==> config.mk <==
export PLATFORM = sky130hd
export DESIGN_NAME = freshness_node_table
export DESIGN_NICKNAME = d
export VERILOG_FILES = /design/src/design/fnt_pkg.sv /design/src/design/freshness_node_table.sv
export SDC_FILE = /design/constraint.sdc
export NUM_CORES = 2
export LEC_CHECK = 0
export ABC_AREA = 1
export BUFFER_PORTS_ARGS = -buffer_cell sky130_fd_sc_hd__buf_2
export CORE_MARGIN = 10
export CORE_UTILIZATION = 50
export DETAILED_ROUTE_END_ITERATION = 16
export GPL_TIMING_DRIVEN = 0
export PLACE_DENSITY = 0.77
export SETUP_SLACK_MARGIN = 0.2
export SYNTH_ARGS = -nofsm -noshare
export SYNTH_HDL_FRONTEND = slang
export SYNTH_SLANG_ARGS = --single-unit
export TNS_END_PERCENT = 5
==> constraint.sdc <==
create_clock -name clk -period 6.9 [get_ports clk]
set_input_delay 1.38 -clock clk [delete_from_list [all_inputs] [get_ports clk]]
set_output_delay 1.38 -clock clk [all_outputs]
set_load 0.02 [all_outputs]
==> src/design/fnt_pkg.sv <==
`timescale 1ns / 1ps
`default_nettype none
// ----------------------------------------------------------------------------
// fnt_pkg
// types and constants for the node freshness table
// ----------------------------------------------------------------------------
package fnt_pkg;

    localparam int unsigned ADDR_W = 32;
    localparam int unsigned PORT_W = 2;
    localparam int unsigned SEQ_W  = 16;
    localparam int unsigned TICK_W = 16;
    localparam int unsigned SLOT_W = 4;

    localparam logic [TICK_W-1:0] SILENCE_RESET = 16'd2;

    localparam logic FUNC_TICK   = 1'b0;
    localparam logic FUNC_UPDATE = 1'b1;

    typedef struct packed {
        logic [ADDR_W-1:0] addr;
        logic [PORT_W-1:0] port;
        logic [SEQ_W-1:0]  seq;
        logic [TICK_W-1:0] heard;
    } entry_t;

    typedef enum logic [2:0] {
        ST_IDLE,
        ST_SCAN,
        ST_SHIFT,
        ST_WRITE0,
        ST_RESULT
    } state_t;

    // serial-number compare: newer when the forward distance is nonzero and below half range
    function automatic logic seq_newer(input logic [SEQ_W-1:0] incoming,
                                       input logic [SEQ_W-1:0] stored);
        logic [SEQ_W-1:0] diff;
        diff = incoming - stored;
        return (diff != '0) && !diff[SEQ_W-1];
    endfunction

endpackage : fnt_pkg
`default_nettype wire

==> src/design/freshness_node_table.sv <==
`timescale 1ns / 1ps
`default_nettype none
// tick item: result state, then output register; next item once back in idle
// update item: one scanned entry at a time over a registered entry memory read;
//   a full table is scanned, every entry but the last copied one place down and
//   entry 0 written, with the input stalled meanwhile, one item at a time
// reset: per-entry valid flops clear the table at once, no clearing pass;
//   tick counter to zero, silence limit to 2
// ----------------------------------------------------------------------------
// freshness_node_table
// routing node table with tick aging, sequence checks and shift-down on full
// ----------------------------------------------------------------------------
module freshness_node_table
    import fnt_pkg::*;
#(
    parameter int unsigned ENTRIES = 16
) (
    input  wire logic              clk,
    input  wire logic              rst_n,

    input  wire logic              cfg_wr_en,
    input  wire logic [TICK_W-1:0] cfg_wr_data,

    input  wire logic              in_valid,
    output logic                   in_stall,
    input  wire logic              func,
    input  wire logic [PORT_W-1:0] port,
    input  wire logic [SEQ_W-1:0]  seq_num,
    input  wire logic [ADDR_W-1:0] node_addr,

    output logic                   out_valid,
    input  wire logic              out_stall,
    output logic                   accepted,
    output logic [SLOT_W-1:0]      slot,
    output logic                   shifted
);

    localparam int unsigned IDX_W = (ENTRIES > 1) ? $clog2(ENTRIES) : 1;
    localparam logic [IDX_W-1:0] LAST_IDX = IDX_W'(ENTRIES - 1);
    localparam logic [IDX_W-1:0] PRELAST_IDX = IDX_W'(ENTRIES - 2);

    entry_t mem [ENTRIES];
    entry_t rd_data_reg;

    state_t state_reg, state_next;

    logic [TICK_W-1:0] tick_reg, tick_next;
    logic [TICK_W-1:0] max_sil_reg;
    logic [ENTRIES-1:0] valid_reg, valid_next;
    logic [IDX_W-1:0] idx_reg, idx_next;

    logic [ADDR_W-1:0] req_addr_reg;
    logic [PORT_W-1:0] req_port_reg;
    logic [SEQ_W-1:0]  req_seq_reg;

    logic              res_acc_reg, res_acc_next;
    logic [SLOT_W-1:0] res_slot_reg, res_slot_next;
    logic              res_sh_reg, res_sh_next;

    logic              out_valid_reg, out_valid_next;
    logic              out_acc_reg;
    logic [SLOT_W-1:0] out_slot_reg;
    logic              out_sh_reg;

    logic             in_xfer;
    logic             out_free;
    logic             load_out;
    logic [TICK_W-1:0] age;
    logic             live;
    logic             hit;
    logic             newer;

    logic [IDX_W-1:0] rd_idx;
    logic             wr_en;
    logic [IDX_W-1:0] wr_idx;
    entry_t           wr_data;
    entry_t           new_entry;

    assign in_stall = (state_reg != ST_IDLE);
    assign in_xfer  = in_valid && !in_stall;
    assign out_free = !out_valid_reg || !out_stall;
    assign load_out = (state_reg == ST_RESULT) && out_free;

    assign age   = tick_reg - rd_data_reg.heard;
    assign live  = valid_reg[idx_reg] && (rd_data_reg.addr != '0) && (age <= max_sil_reg);
    assign hit   = (rd_data_reg.addr == req_addr_reg) && (rd_data_reg.port == req_port_reg);
    assign newer = seq_newer(req_seq_reg, rd_data_reg.seq);

    assign new_entry = '{addr: req_addr_reg, port: req_port_reg,
                         seq: req_seq_reg, heard: tick_reg};

    // next state
    always_comb
    begin
        state_next = state_reg;
        unique case (state_reg)
            ST_IDLE:
            begin
                if (in_xfer)
                begin
                    state_next = (func == FUNC_UPDATE) ? ST_SCAN : ST_RESULT;
                end
            end
            ST_SCAN:
            begin
                if (!live || hit)
                begin
                    state_next = ST_RESULT;
                end
                else if (idx_reg == LAST_IDX)
                begin
                    state_next = (ENTRIES > 1) ? ST_SHIFT : ST_WRITE0;
                end
            end
            ST_SHIFT:
            begin
                if (idx_reg == IDX_W'(1))
                begin
                    state_next = ST_WRITE0;
                end
            end
            ST_WRITE0:
            begin
                state_next = ST_RESULT;
            end
            ST_RESULT:
            begin
                if (out_free)
                begin
                    state_next = ST_IDLE;
                end
            end
            default:
            begin
                state_next = ST_IDLE;
            end
        endcase
    end

    // datapath controls
    always_comb
    begin
        idx_next      = idx_reg;
        tick_next     = tick_reg;
        valid_next    = valid_reg;
        res_acc_next  = res_acc_reg;
        res_slot_next = res_slot_reg;
        res_sh_next   = res_sh_reg;
        rd_idx        = '0;
        wr_en         = 1'b0;
        wr_idx        = idx_reg;
        wr_data       = new_entry;
        unique case (state_reg)
            ST_IDLE:
            begin
                idx_next      = '0;
                res_acc_next  = 1'b0;
                res_slot_next = '0;
                res_sh_next   = 1'b0;
                if (in_xfer && (func == FUNC_TICK))
                begin
                    tick_next = tick_reg + TICK_W'(1);
                end
            end
            ST_SCAN:
            begin
                rd_idx = idx_reg + IDX_W'(1);
                if (!live || (hit && newer))
                begin
                    wr_en                = 1'b1;
                    valid_next[idx_reg]  = 1'b1;
                    res_acc_next         = 1'b1;
                    res_slot_next        = SLOT_W'(idx_reg);
                end
                else if (!hit && (idx_reg == LAST_IDX))
                begin
                    idx_next = LAST_IDX;
                    rd_idx   = PRELAST_IDX;
                end
                else if (!hit)
                begin
                    idx_next = idx_reg + IDX_W'(1);
                end
            end
            ST_SHIFT:
            begin
                // rd_data_reg holds entry idx-1, copied one place down
                wr_en   = 1'b1;
                wr_data = rd_data_reg;
                if (idx_reg >= IDX_W'(2))
                begin
                    rd_idx = idx_reg - IDX_W'(2);
                end
                idx_next = idx_reg - IDX_W'(1);
            end
            ST_WRITE0:
            begin
                wr_en         = 1'b1;
                wr_idx        = '0;
                valid_next[0] = 1'b1;
                res_acc_next  = 1'b1;
                res_slot_next = '0;
                res_sh_next   = 1'b1;
            end
            ST_RESULT:
            begin
            end
            default:
            begin
            end
        endcase
    end

    always_comb
    begin
        out_valid_next = out_valid_reg;
        if (load_out)
        begin
            out_valid_next = 1'b1;
        end
        else if (out_valid_reg && !out_stall)
        begin
            out_valid_next = 1'b0;
        end
    end

    // entry memory
    always_ff @(posedge clk)
    begin
        if (wr_en)
        begin
            mem[wr_idx] <= wr_data;
        end
        rd_data_reg <= mem[rd_idx];
    end

    always_ff @(posedge clk or negedge rst_n)
    begin
        if (!rst_n)
        begin
            state_reg     <= ST_IDLE;
            tick_reg      <= '0;
            max_sil_reg   <= SILENCE_RESET;
            valid_reg     <= '0;
            out_valid_reg <= 1'b0;
        end
        else
        begin
            state_reg     <= state_next;
            tick_reg      <= tick_next;
            valid_reg     <= valid_next;
            out_valid_reg <= out_valid_next;
            if (cfg_wr_en)
            begin
                max_sil_reg <= cfg_wr_data;
            end
        end
    end

    always_ff @(posedge clk)
    begin
        idx_reg      <= idx_next;
        res_acc_reg  <= res_acc_next;
        res_slot_reg <= res_slot_next;
        res_sh_reg   <= res_sh_next;
        if (in_xfer)
        begin
            req_addr_reg <= node_addr;
            req_port_reg <= port;
            req_seq_reg  <= seq_num;
        end
        if (load_out)
        begin
            out_acc_reg  <= res_acc_reg;
            out_slot_reg <= res_slot_reg;
            out_sh_reg   <= res_sh_reg;
        end
    end

    assign out_valid = out_valid_reg;
    assign accepted  = out_acc_reg;
    assign slot      = out_slot_reg;
    assign shifted   = out_sh_reg;

endmodule : freshness_node_table
`default_nettype wire

==> flow_summary.yaml <==
synth:
  synth_area_leaders: "edfxtp_1, nand3_1, nand2_1"
  yosys_warnings: 0
  ys_seq_area_frac: 0.655
  synth_top_area_frac: 0.608
  synthCells: 5315
  async_reset_ff_frac: 0.0419
  synth-seq-cells: 1240
  synth.distinct_cells: 51
  synth_nets: 5444
  synth_largest_area_cell: "edfxtp_1"
  syn_area_um2: 55400
  synth_edf_count: 1122
  synth-main-ff-cell: "edfxtp_1"
  synth_common_cells: "nand2_1, nand3_1, edfxtp_1"
  synth_most_common_cell: "nand2_1"
  synth_area_per_cell_um2: 10.4
pwr:
  seqPwrFrac: 0.381
  p_switching_uw: 10000
  p_comb_frac: 0.362
  p_per_area_nw_per_um2: 418
  internal_power_uw: 16400
  ir_drop_v: 0.000259
  switching_share: 0.379
  leakage_uw: 0.0263
  pwr-share-clk: 0.257
cts:
  clkSinkCount: 1240
  cts_resized: 0
  cts_buffers: 130
  worstSkewPairLatency_ps: 750
  post-cts-setup-buffers: 0
  htreeDepth: 4
  clkSlewWorstSetupHoldPaths_ps: 60
  ctsLongestPathBuffers: 3
  ctsRootBufferMaster: "clkbuf_16"
  cts_tree: "yes"
  ctsHoldBuffers: 0
timing:
  finClkSkew_ps: 33.1
  setup_viol: 0
  maxSlewHeadroom: 0.0750
  fin_tns_setup_ps: 0
  holdWs_ps: 411
  worst_pin_slew_ps: 1390
  hold_violations: 0
  fin_crit_ps: 6030
  fin_crit_sh: 0.874
  rsz0062_at_grt: "no"
  max_freq_mhz: 166
  drv_slew: 0
final_layout:
  post-route-util: 0.573
  post-route-cell-area_um2: 63300
  syn2layout_area_growth_pct: 14.1
  stdcell_count: 7214
  largest_register_ffs: 1056
  layout-drive-gt1-share: 0.117
  fin_nets: 5740
  fillers: 8596
route:
  drt_iter0_drc: 5686
  wl_per_cell_um: 21.9
  vias: 41331
  drc: 0
  ant_nets: 0
  firstDrtPassIters: 9
  routed_wl_um: 158000
  viasPerCell: 5.73
setup_path:
  cp_data_required_time_ps: 7520
  arrival_ps: 6650
  cp-startpoint: "tick_reg[0]$_DFFE_PN0P_"
  cp-start-kind: "flop"
  worstPathMaxFanout: 11
  worstSetupPathType: "flop to flop"
  worst_r2r_startpoint: "tick_reg[0]$_DFFE_PN0P_"
  worstSetupEndpointType: "flop"
floorplan:
  fp.dieH_um: 353
  die_area_um2: 125000
  design.core.area_um2: 110000
  die_x_um: 353
  start_util: 0.502
  io_pins: 80
  num_rows: 122
placement:
  placedCellCount: 6967
  dpl_cell_area_um2: 59200
  gp_congestion: 0.892
  dp_hpwl_um: 105000
  portBuffers: 79
grt:
  grt-ovfl-total: 0
  grt_usage: 0.246
  grt_pass1_vias: 39862
  antenna_found_initial: 4
  grt_pass1_wl_um: 236000
  grt_max_degree: 53
run_status:
  outcome: "finished, final reports clean"
run:
  cap_violations: 0
hold_path:
  hold_class: "flop to flop"
  hold_path_startpoint: "res_sh_reg$_DFFE_PP_"
## routing by layer
metal / global-route usage / vias up / wire length, µm
met5: 0 / - / 29
met4: 0.140 / 6 / 8550
met3: 0.0660 / 528 / 21000
met2: 0.380 / 2863 / 71600
met1: 0.312 / 19496 / 56900
li1: - / 18438 / -
## worst paths after layout
check | endpoint | slack, ps | cells after the start
worst max-delay path | rd_data_reg[1]$_DFF_P_ | 870 | 27
worst min-delay path | shifted$_DFFE_PP_ | 410 | 0
worst max register to register | rd_data_reg[1]$_DFF_P_ | 870 | 27
worst min register to register | shifted$_DFFE_PP_ | 410 | 0
max in group asynchronous | tick_reg[13]$_DFFE_PN0P_ | 5300 | 1
min in group asynchronous | tick_reg[3]$_DFFE_PN0P_ | 880 | 1
## metrics by stage
stage / setup WS (ps) / power, µW
finish: 869 / 26500
global route: 502 / 27600
CTS: 861 / 26200
detailed placement: 897 / 19500
global placement: -4410 / 19000
floorplan: -278 / 16100
## layout by cell type (no fill, tap or decap), types with 61 or more instances in the layout
| cell type | instances |
|---|---|
| nand3_1 | 1176 |
| inv_1 | 668 |
| clkbuf_1 | 130 |
| edfxtp_1 | 1122 |
| nor2_1 | 79 |
| buf_2 | 207 |
| nand2_1 | 1438 |
| clkbuf_16 | 132 |
| buf_4 | 61 |
| dfxtp_1 | 66 |
## power groups by stage
stage | clock network [µW] | registers (µW) | logic, µW
detailed placement | 0 | 10200 | 9250
finish | 6810 | 10100 | 9570
global route | 7140 | 10100 | 10300
CTS | 6830 | 10100 | 9340
floorplan | 0 | 10200 | 5910
global placement | 0 | 10300 | 8650
## area by class of cell
type / count / area, µm² / area share
clock inverter: 56 / 539 / 0.00852
antenna: 9 / 22.5 / 0.000356
timing repair buffer: 164 / 1680 / 0.0265
multi-input combinational: 3096 / 15000 / 0.237
sequential: 1240 / 36300 / 0.574
inverter: 679 / 2550 / 0.0403
tap: 1488 / 1860 / 0.0294
buffer: 300 / 1770 / 0.0279
clock buffer: 182 / 3550 / 0.0561
## critical path, cell delays in order, from the launching register on
cell	delay [ps]
dfrtp_1	440
inv_1	100
ha_1	220
fa_1	410
o31ai_1	530
nand2_1	100
nand2_1	80
a21oi_1	80
o21ai_0	290
a21oi_1	120
nor2_1	110
nor2_1	60
xor2_1	120
inv_1	60
ha_1	280
nand4_1	90
nor3_1	280
nand3_1	270
nand2_1	180
nand4_2	110
nand2_2	230
buf_2	670
buf_2	380
nand3_1	140
nand3_1	140
nand3_1	140
nand3_1	140
nand2_1	120
## logic make-up (layout without fill, tap and decap cells)
group	after synthesis	count (layout)	share of synthesized area
compound gates	185	185	0.0186
xor+xnor	62	62	0.00980
simple gates	2791	2791	0.225
other cells	0	9	0
fa+ha+maj	57	57	0.0131
flops	1240	1240	0.655
buf+inv	979	1381	0.0779
mux	1	1	0.000203
Note: power is estimated with default switching activity, not from simulation.
